$ cat src/design/qcsr_pkg.sv
// ----------------------------------------------------------------------------
// Quantile curve package
// Shared widths, operation codes, answer kinds and the sequencer state type.
// ----------------------------------------------------------------------------
package qcsr_pkg;

    localparam int VALUE_W = 32;   // Q16.16 point and query values
    localparam int PCT_W   = 20;   // Q3.16 input percentile
    localparam int FRAC_W  = 16;   // fractional bits of a percentile
    localparam int QUO_W   = 17;   // Q0.16 percentile 0..65536
    localparam int CNT_W   = 5;    // holds QUO_W

    localparam logic [QUO_W-1:0] ONE_Q16 = 17'h10000;

    localparam logic [1:0] OP_LOAD   = 2'd0;
    localparam logic [1:0] OP_SAMPLE = 2'd1;
    localparam logic [1:0] OP_RANK   = 2'd2;

    localparam logic KIND_VALUE = 1'b0;
    localparam logic KIND_PCT   = 1'b1;

    typedef enum logic [3:0] {
        ST_IDLE,
        ST_SMP_LO,
        ST_SMP_HI,
        ST_SMP_MUL,
        ST_SMP_ADD,
        ST_RNK_FIRST,
        ST_RNK_LAST,
        ST_RNK_SCAN,
        ST_RNK_SETUP,
        ST_RNK_DIV,
        ST_DONE
    } state_t;

endpackage

$ cat src/design/qcsr_div.sv
// ----------------------------------------------------------------------------
// Quantile curve serial divider
// Restoring divider producing a 17-bit quotient of (x * 65536) / den, one
// quotient bit per cycle. The caller guarantees the quotient fits 17 bits.
// ----------------------------------------------------------------------------
module qcsr_div
    import qcsr_pkg::*;
#(
    parameter int X_W   = 36,
    parameter int DEN_W = 36
)
(
    input  logic               clk,
    input  logic               rst_n,
    input  logic               start,
    input  logic [X_W-1:0]     x,
    input  logic [DEN_W-1:0]   den,
    output logic               done,
    output logic [QUO_W-1:0]   quotient
);

    logic               busy_reg,  busy_next;
    logic               done_reg,  done_next;
    logic [CNT_W-1:0]   cnt_reg,   cnt_next;
    logic [DEN_W-1:0]   rem_reg,   rem_next;
    logic [QUO_W-1:0]   low_reg,   low_next;
    logic [DEN_W-1:0]   den_reg,   den_next;
    logic [DEN_W:0]     shifted;
    logic [DEN_W:0]     trial;

    assign shifted = {rem_reg, low_reg[QUO_W-1]};
    assign trial   = shifted - {1'b0, den_reg};

    always_comb
    begin
        busy_next = busy_reg;
        done_next = 1'b0;
        cnt_next  = cnt_reg;
        rem_next  = rem_reg;
        low_next  = low_reg;
        den_next  = den_reg;
        if (start)
        begin
            // The dividend is x followed by 16 zero bits; its top part
            // already lies below den, so 17 steps give the full quotient.
            busy_next = 1'b1;
            cnt_next  = CNT_W'(QUO_W);
            rem_next  = DEN_W'(x >> 1);
            low_next  = {x[0], {(QUO_W-1){1'b0}}};
            den_next  = den;
        end
        else if (busy_reg)
        begin
            if (!trial[DEN_W])
            begin
                rem_next = trial[DEN_W-1:0];
                low_next = {low_reg[QUO_W-2:0], 1'b1};
            end
            else
            begin
                rem_next = shifted[DEN_W-1:0];
                low_next = {low_reg[QUO_W-2:0], 1'b0};
            end
            cnt_next = cnt_reg - 1'b1;
            if (cnt_reg == CNT_W'(1))
            begin
                busy_next = 1'b0;
                done_next = 1'b1;
            end
        end
    end

    always_ff @(posedge clk or negedge rst_n)
    begin
        if (!rst_n)
        begin
            busy_reg <= 1'b0;
            done_reg <= 1'b0;
            cnt_reg  <= '0;
        end
        else
        begin
            busy_reg <= busy_next;
            done_reg <= done_next;
            cnt_reg  <= cnt_next;
        end
    end

    always_ff @(posedge clk)
    begin
        rem_reg <= rem_next;
        low_reg <= low_next;
        den_reg <= den_next;
    end

    assign done     = done_reg;
    assign quotient = low_reg;

endmodule

$ cat src/design/quantile_curve_sample_and_rank.sv
// ----------------------------------------------------------------------------
// Quantile curve sample and rank
// Table of Q16.16 quantile points with linear-interpolation sample and
// inverse rank queries, run by a small sequencer around one table read port.
// ----------------------------------------------------------------------------
// Usage. Each input transaction carries op, point_index, data_value and
// query_percentile. A load (op 0) writes one table point in the cycle it is
// accepted and produces no output; an index at or beyond NUM_POINTS is
// dropped, as is op 3. A sample (op 1) returns a Q16.16 value with
// answer_kind 0; a rank (op 2) returns a Q0.16 percentile with answer_kind 1.
// Queries must only touch points loaded since reset.
// Timing. in_ready is high only while the sequencer is idle. A load leaves
// the sequencer idle. A sample runs from acceptance until its result sits in
// the output register: two table reads, a subtract, a multiply, an add. A rank
// that does not saturate runs a walk over the table that reads one point per
// cycle, set-up of the segment division, and the bit-serial divider.
// Stalls. The result is held in an output register; while it waits for
// out_ready the block still accepts and processes the next transaction, and
// only then waits for the output register to free up.
// Reset. rst_n clears the sequencer and the output valid flag; the table
// contents stay undefined until loaded.
// ----------------------------------------------------------------------------
module quantile_curve_sample_and_rank
    import qcsr_pkg::*;
#(
    parameter int NUM_POINTS = 16
)
(
    input  logic                       clk,
    input  logic                       rst_n,
    input  logic                       in_valid,
    output logic                       in_ready,
    input  logic [1:0]                 op,
    input  logic [5:0]                 point_index,
    input  logic signed [VALUE_W-1:0]  data_value,
    input  logic signed [PCT_W-1:0]    query_percentile,
    output logic                       out_valid,
    input  logic                       out_ready,
    output logic signed [VALUE_W-1:0]  answer,
    output logic                       answer_kind
);

    localparam int IDX_W = (NUM_POINTS > 2) ? $clog2(NUM_POINTS) : 1;
    localparam int POS_W = QUO_W + IDX_W;
    localparam int X_W   = VALUE_W + IDX_W;
    localparam int PROD_W = VALUE_W + 1 + QUO_W;

    // Table storage with a single registered read port.
    logic [VALUE_W-1:0] mem [NUM_POINTS];
    logic [VALUE_W-1:0] rd_data_reg;
    logic [IDX_W-1:0]   rd_addr;
    logic               wr_en;

    // Sequencer and datapath registers.
    state_t                     state_reg,   state_next;
    logic [IDX_W-1:0]           hi_reg,      hi_next;
    logic [FRAC_W-1:0]          frac_reg,    frac_next;
    logic signed [VALUE_W-1:0]  val_reg,     val_next;
    logic signed [VALUE_W-1:0]  base_reg,    base_next;
    logic signed [VALUE_W:0]    diff_reg,    diff_next;
    logic [VALUE_W-1:0]         dist_reg,    dist_next;
    logic [IDX_W-1:0]           idx_reg,     idx_next;
    logic [IDX_W-1:0]           seg_reg,     seg_next;
    logic signed [PROD_W-1:0]   prod_reg,    prod_next;
    logic [VALUE_W-1:0]         res_reg,     res_next;
    logic                       kind_reg,    kind_next;
    logic                       out_valid_reg, out_valid_next;
    logic [VALUE_W-1:0]         answer_reg,  answer_next;
    logic                       answer_kind_reg, answer_kind_next;

    // Combinational helpers.
    logic                       accept;
    logic [QUO_W-1:0]           pct_clamped;
    logic [POS_W-1:0]           pos;
    logic [IDX_W-1:0]           lo_c;
    logic [IDX_W-1:0]           hi_c;
    logic signed [VALUE_W-1:0]  rd_signed;
    logic signed [VALUE_W:0]    sub_c;
    logic                       span_pos;
    logic [VALUE_W-1:0]         span_eff;
    logic [VALUE_W-1:0]         dist_eff;
    logic [X_W-1:0]             div_x;
    logic [X_W-1:0]             div_den;
    logic                       div_start;
    logic                       div_done;
    logic [QUO_W-1:0]           div_quo;

    assign accept    = in_valid && in_ready;
    assign in_ready  = (state_reg == ST_IDLE);
    assign rd_signed = $signed(rd_data_reg);

    // Sample address: clamp the percentile to [0, 1], scale by the segment
    // count; the integer part picks the lower point, the rest is the fraction.
    always_comb
    begin
        if (query_percentile[PCT_W-1])
        begin
            pct_clamped = '0;
        end
        else if (query_percentile > $signed(PCT_W'(ONE_Q16)))
        begin
            pct_clamped = ONE_Q16;
        end
        else
        begin
            pct_clamped = query_percentile[QUO_W-1:0];
        end
    end

    // The integer part never exceeds NUM_POINTS - 1, so IDX_W bits hold it.
    assign pos  = POS_W'(pct_clamped) * POS_W'(NUM_POINTS - 1);
    assign lo_c = pos[FRAC_W +: IDX_W];
    assign hi_c = (lo_c == IDX_W'(NUM_POINTS - 1)) ? lo_c : lo_c + 1'b1;

    // One subtractor serves both the sample difference and the rank span:
    // base_reg holds the lower point in either case.
    assign sub_c = {rd_signed[VALUE_W-1], rd_signed} - {base_reg[VALUE_W-1], base_reg};

    // A flat or falling segment contributes no in-segment fraction; running
    // it as span 1, distance 0 gives the same floor((i-1)*65536/(N-1)) result.
    assign span_pos = !diff_reg[VALUE_W] && (diff_reg != '0);
    assign span_eff = span_pos ? diff_reg[VALUE_W-1:0] : VALUE_W'(1);
    assign dist_eff = span_pos ? dist_reg : '0;
    assign div_x    = X_W'(seg_reg) * X_W'(span_eff) + X_W'(dist_eff);
    assign div_den  = X_W'(span_eff) * X_W'(NUM_POINTS - 1);
    assign div_start = (state_reg == ST_RNK_SETUP);

    qcsr_div #(
        .X_W   (X_W),
        .DEN_W (X_W)
    ) u_div (
        .clk      (clk),
        .rst_n    (rst_n),
        .start    (div_start),
        .x        (div_x),
        .den      (div_den),
        .done     (div_done),
        .quotient (div_quo)
    );

    // Loads write straight from the input transaction.
    assign wr_en = accept && (op == OP_LOAD) && ({1'b0, point_index} < 7'(NUM_POINTS));

    always_ff @(posedge clk)
    begin
        if (wr_en)
        begin
            mem[point_index[IDX_W-1:0]] <= data_value;
        end
        rd_data_reg <= mem[rd_addr];
    end

    // Sequencer: next state, read address and datapath updates.
    always_comb
    begin
        state_next       = state_reg;
        hi_next          = hi_reg;
        frac_next        = frac_reg;
        val_next         = val_reg;
        base_next        = base_reg;
        diff_next        = diff_reg;
        dist_next        = dist_reg;
        idx_next         = idx_reg;
        seg_next         = seg_reg;
        prod_next        = prod_reg;
        res_next         = res_reg;
        kind_next        = kind_reg;
        out_valid_next   = out_valid_reg;
        answer_next      = answer_reg;
        answer_kind_next = answer_kind_reg;
        rd_addr          = '0;

        if (out_valid_reg && out_ready)
        begin
            out_valid_next = 1'b0;
        end

        case (state_reg)
            ST_IDLE:
            begin
                rd_addr = (op == OP_SAMPLE) ? lo_c : '0;
                if (accept)
                begin
                    val_next  = data_value;
                    hi_next   = hi_c;
                    frac_next = pos[FRAC_W-1:0];
                    case (op)
                        OP_SAMPLE: state_next = ST_SMP_LO;
                        OP_RANK:   state_next = ST_RNK_FIRST;
                        default:   state_next = ST_IDLE;
                    endcase
                end
            end

            ST_SMP_LO:
            begin
                base_next  = rd_signed;
                rd_addr    = hi_reg;
                state_next = ST_SMP_HI;
            end

            ST_SMP_HI:
            begin
                diff_next  = sub_c;
                state_next = ST_SMP_MUL;
            end

            ST_SMP_MUL:
            begin
                prod_next  = diff_reg * $signed({1'b0, frac_reg});
                state_next = ST_SMP_ADD;
            end

            ST_SMP_ADD:
            begin
                // Arithmetic shift by 16 floors toward minus infinity.
                res_next   = base_reg + prod_reg[FRAC_W +: VALUE_W];
                kind_next  = KIND_VALUE;
                state_next = ST_DONE;
            end

            ST_RNK_FIRST:
            begin
                base_next = rd_signed;
                rd_addr   = IDX_W'(NUM_POINTS - 1);
                if (val_reg <= rd_signed)
                begin
                    res_next   = '0;
                    kind_next  = KIND_PCT;
                    state_next = ST_DONE;
                end
                else
                begin
                    state_next = ST_RNK_LAST;
                end
            end

            ST_RNK_LAST:
            begin
                rd_addr  = IDX_W'(1);
                idx_next = IDX_W'(1);
                if (val_reg >= rd_signed)
                begin
                    res_next   = VALUE_W'(ONE_Q16);
                    kind_next  = KIND_PCT;
                    state_next = ST_DONE;
                end
                else
                begin
                    state_next = ST_RNK_SCAN;
                end
            end

            ST_RNK_SCAN:
            begin
                // The last point is above the value, so the walk always stops.
                if (val_reg <= rd_signed)
                begin
                    diff_next  = sub_c;
                    dist_next  = VALUE_W'(val_reg - base_reg);
                    seg_next   = idx_reg - 1'b1;
                    state_next = ST_RNK_SETUP;
                end
                else
                begin
                    base_next = rd_signed;
                    idx_next  = idx_reg + 1'b1;
                    rd_addr   = idx_reg + 1'b1;
                end
            end

            ST_RNK_SETUP:
            begin
                state_next = ST_RNK_DIV;
            end

            ST_RNK_DIV:
            begin
                if (div_done)
                begin
                    res_next   = VALUE_W'(div_quo);
                    kind_next  = KIND_PCT;
                    state_next = ST_DONE;
                end
            end

            ST_DONE:
            begin
                if (!out_valid_reg || out_ready)
                begin
                    out_valid_next   = 1'b1;
                    answer_next      = res_reg;
                    answer_kind_next = kind_reg;
                    state_next       = ST_IDLE;
                end
            end

            default:
            begin
                state_next = ST_IDLE;
            end
        endcase
    end

    always_ff @(posedge clk or negedge rst_n)
    begin
        if (!rst_n)
        begin
            state_reg     <= ST_IDLE;
            out_valid_reg <= 1'b0;
        end
        else
        begin
            state_reg     <= state_next;
            out_valid_reg <= out_valid_next;
        end
    end

    always_ff @(posedge clk)
    begin
        hi_reg          <= hi_next;
        frac_reg        <= frac_next;
        val_reg         <= val_next;
        base_reg        <= base_next;
        diff_reg        <= diff_next;
        dist_reg        <= dist_next;
        idx_reg         <= idx_next;
        seg_reg         <= seg_next;
        prod_reg        <= prod_next;
        res_reg         <= res_next;
        kind_reg        <= kind_next;
        answer_reg      <= answer_next;
        answer_kind_reg <= answer_kind_next;
    end

    assign out_valid   = out_valid_reg;
    assign answer      = $signed(answer_reg);
    assign answer_kind = answer_kind_reg;

endmodule

$ cat config.mk
export PLATFORM = sky130hd
export DESIGN_NAME = quantile_curve_sample_and_rank
export DESIGN_NICKNAME = d
export VERILOG_FILES = /design/src/design/qcsr_pkg.sv /design/src/design/qcsr_div.sv /design/src/design/quantile_curve_sample_and_rank.sv
export SDC_FILE = /design/constraint.sdc
export NUM_CORES = 2
export LEC_CHECK = 0
export BUFFER_PORTS_ARGS = -buffer_cell sky130_fd_sc_hd__buf_2
export CORE_MARGIN = 2
export CORE_UTILIZATION = 25
export CTS_BUF_LIST = sky130_fd_sc_hd__clkbuf_8
export CTS_CLUSTER_DIAMETER = 30
export CTS_CLUSTER_SIZE = 16
export DETAILED_ROUTE_END_ITERATION = 10
export GPL_TIMING_DRIVEN = 0
export PLACE_DENSITY_LB_ADDON = 0.3
export SYNTH_ARGS = -nofsm -noshare
export SYNTH_HDL_FRONTEND = slang
export SYNTH_SLANG_ARGS = --single-unit
$ cat constraint.sdc
create_clock -name clk -period 23.2 [get_ports clk]
set_clock_uncertainty 0.05 [all_clocks]
set_input_delay 1.16 -clock clk [delete_from_list [all_inputs] [get_ports clk]]
set_output_delay 1.16 -clock clk [all_outputs]
set_load 0.03 [all_outputs]
==> qor.yml <==
critical_path_class: "reg -> reg"
antenna_found_initial: 22
vias: 47900
slew_headroom_pct: 15.5
synth_nets: 7471
slew_violations: 0
hold_class: "in -> async"
insertion_delay_ns: 0.95
first_pass_iters: 6
io_buffers: 94
drc: 0
synth_seq_area_share_pct: 38.9
die_w_um: 526
ctsResizeCount: 0
start_kind: "flop"
async_flop_share_pct: 1.33
std_cell_rows: 191
nets: 7819
cp_data_required_time_ns: 23.81
dieArea_sq_um: 276000
grt_pass1_wl_um: 314000
drt-initial-drc-count: 3598
synth_compound_area_share_pct: 9.49
core_area_sq_um: 271000
cap_violations: 0
fin_cells: 10500
ys.flop_type: "edfxtp_1"
period_needed_ns: 8.79
yosys_register_bits: 900
routed_wl_um: 208000
synth_fa_ha_area_share_pct: 26.9
grt-ovfl-total: 0
synthMuxAreaShare_pct: 1.44
synth_edf_count: 839
synth_warnings: 0
post_cts_buffers: 0
status: "complete, no violations"
drtAntennaViolNets: 0
slowest_stage: "clkbuf_1"
hold_viol: 0
grt_pass1_vias: 50000
synth_cell_types: 95
critPathBufInv: 4
clock-sinks: 900
dp_cells: 10100
arrival_ns: 9.40
start_util_pct: 25.1
synth_top_area_share_pct: 37.0
tightest_slew_ns: 1.26
final_util_pct: 29.0
crit_path_max_fanout: 10
wl_per_cell_um: 19.9
syn_area_per_cell_sq_um: 10.7
synthCells: 6348
postCtsHoldBufs: 0
path_cells: "clkbuf_1 > nand2_1 > fa_1 > fa_1 > fa_1 > inv_1 > fa_1 > fa_1 > inv_1 > fa_1 > inv_1 > ha_1 > a2111oi_0 > nand2_1 > o211ai_1 > nor3_1 > o21ai_0 > a21oi_1 > o211ai_1 > nand3_1 > a31oi_1 > o21bai_1 > xor2_1"
syn_to_final_growth_pct: 15.6
drive_gt1_share_pct: 9.48
cts_max_level: 4
synth_top_area_cell: "edfxtp_1"
synthXorXnorAreaFrac_pct: 2.99
period_share_pct: 37.9
yosysMostFrequentCell: "inv_1"
ios: 99
cts.path.max_buffers: 3
crit_family: "adder cells"
die_y_um: 526
synthTopCellsByCount: "inv_1 (1017), nand2_1 (846), edfxtp_1 (839), fa_1 (669), ha_1 (390)"
synth_top_family_by_area: "adder cells"
root_buffer: "clkbuf_8"
finalSetupTns_ns: 0
endpoint_kind: "flop"
finalSetupViolations: 0
rsz0062_at_grt: "no"
cts.clk_slew.worst_paths_ns: 0.05
ys_top_cells_by_area: "edfxtp_1 (37%), fa_1 (20%), ha_1 (7.2%)"
synthSimpleGateAreaFrac_pct: 12.9
cts_made_buffers: 209
largest_reg_flops: 512
crit_top_cell: "fa_1"
grtUsageTotal_pct: 15.0
place.gp.congestion: 0.910
max_stage_delay_ns: 0.73
max_clock_freq_ghz: 0.114
vias_per_cell: 4.58
cts_tree: "built"
synth_area_sq_um: 68000
hpwlAfterDp_um: 166000
grt_max_degree: 38
-- placed cells by master (no fill, tap or decap), drive strengths merged, types with 91 or more instances in the layout --
master,count
inv,1066
nand2,846
edfxtp,839
fa,669
clkbuf,426
ha,390
a21oi,244
and2,233
nor2,231
buf,192
nand3,159
o21ai,148
and3,147
xnor2,139
xor2,93
a21o,91
-- final timing paths --
| check | depth (start not counted) | to | slack [ns] | start |
|---|---|---|---|---|
| worst max-delay path | 23 | prod_reg[40] | 14.41 | frac_reg[4] |
| worst min-delay path | 1 | state_reg[3] | 0.11 | rst_n |
| worst max register to register | 23 | prod_reg[40] | 14.41 | frac_reg[4] |
| worst min register to register | 0 | answer[9] | 0.33 | res_reg[9] |
| max in group asynchronous | 1 | u_div.cnt_reg[2] | 22.66 | rst_n |
| min in group clk | 0 | answer[9] | 0.33 | res_reg[9] |
-- kinds of logic (layout without fill, tap and decap cells) --
group	Yosys count	in the layout
xor gates and xnor gates	232	232
muxes	89	89
DFF	900	900
AOI/OAI and AO/OA	907	907
adders and majority gates	1062	1062
buffers and inverters	1286	1819
other	0	9
and+or+nand+nor	1872	1872
-- per-stage QoR --
stage / instance area, sq um / hold slack, ns / worst slack, ns
6_report: 78600 / 0.105 / 14.41
5_1_grt: 78600 / 0.0510 / 13.93
4_1_cts: 78600 / 0.0151 / 14.30
3_5_place_dp: 73700 / 0.357 / 13.60
3_3_place_gp: 73000 / 0.359 / 11.59
2_1_floorplan: 68000 / 0.350 / 15.17
-- routing by layer --
layer | vias to the layer above | track usage [%] | wire length (um)
li1 | 22000 | - | -
met1 | 24200 | 19.5 | 90800
met2 | 1355 | 25.0 | 98700
met3 | 318 | 2.41 | 11000
met4 | 10 | 5.29 | 7260
met5 | - | 0 | 51
-- area by class of cell --
class	instances	area [sq um]
clock buffer	213	2930
timing repair buffer	137	1060
multi-input combinational	4162	36700
tap	3570	4470
clock inverter	183	1940
fill	28000	192000
buffer	268	1150
antenna	9	22.5
sequential	900	26500
inverter	1018	3820
-- worst register-to-register path, stage by stage, from the launching register on --
cell	delay (ns)
edfxtp_1	0.53
clkbuf_1	0.73
nand2_1	0.18
fa_1	0.50
fa_1	0.54
fa_1	0.53
inv_1	0.05
fa_1	0.49
fa_1	0.50
inv_1	0.05
fa_1	0.48
inv_1	0.05
ha_1	0.19
a2111oi_0	0.44
nand2_1	0.09
o211ai_1	0.59
nor3_1	0.28
o21ai_0	0.43
a21oi_1	0.19
o211ai_1	0.25
nand3_1	0.22
a31oi_1	0.49
o21bai_1	0.15
xor2_1	0.53
Power is left out: the tool's default activity adds up to more than one toggle a clock period on the data nets, which glitch-free logic cannot reach.
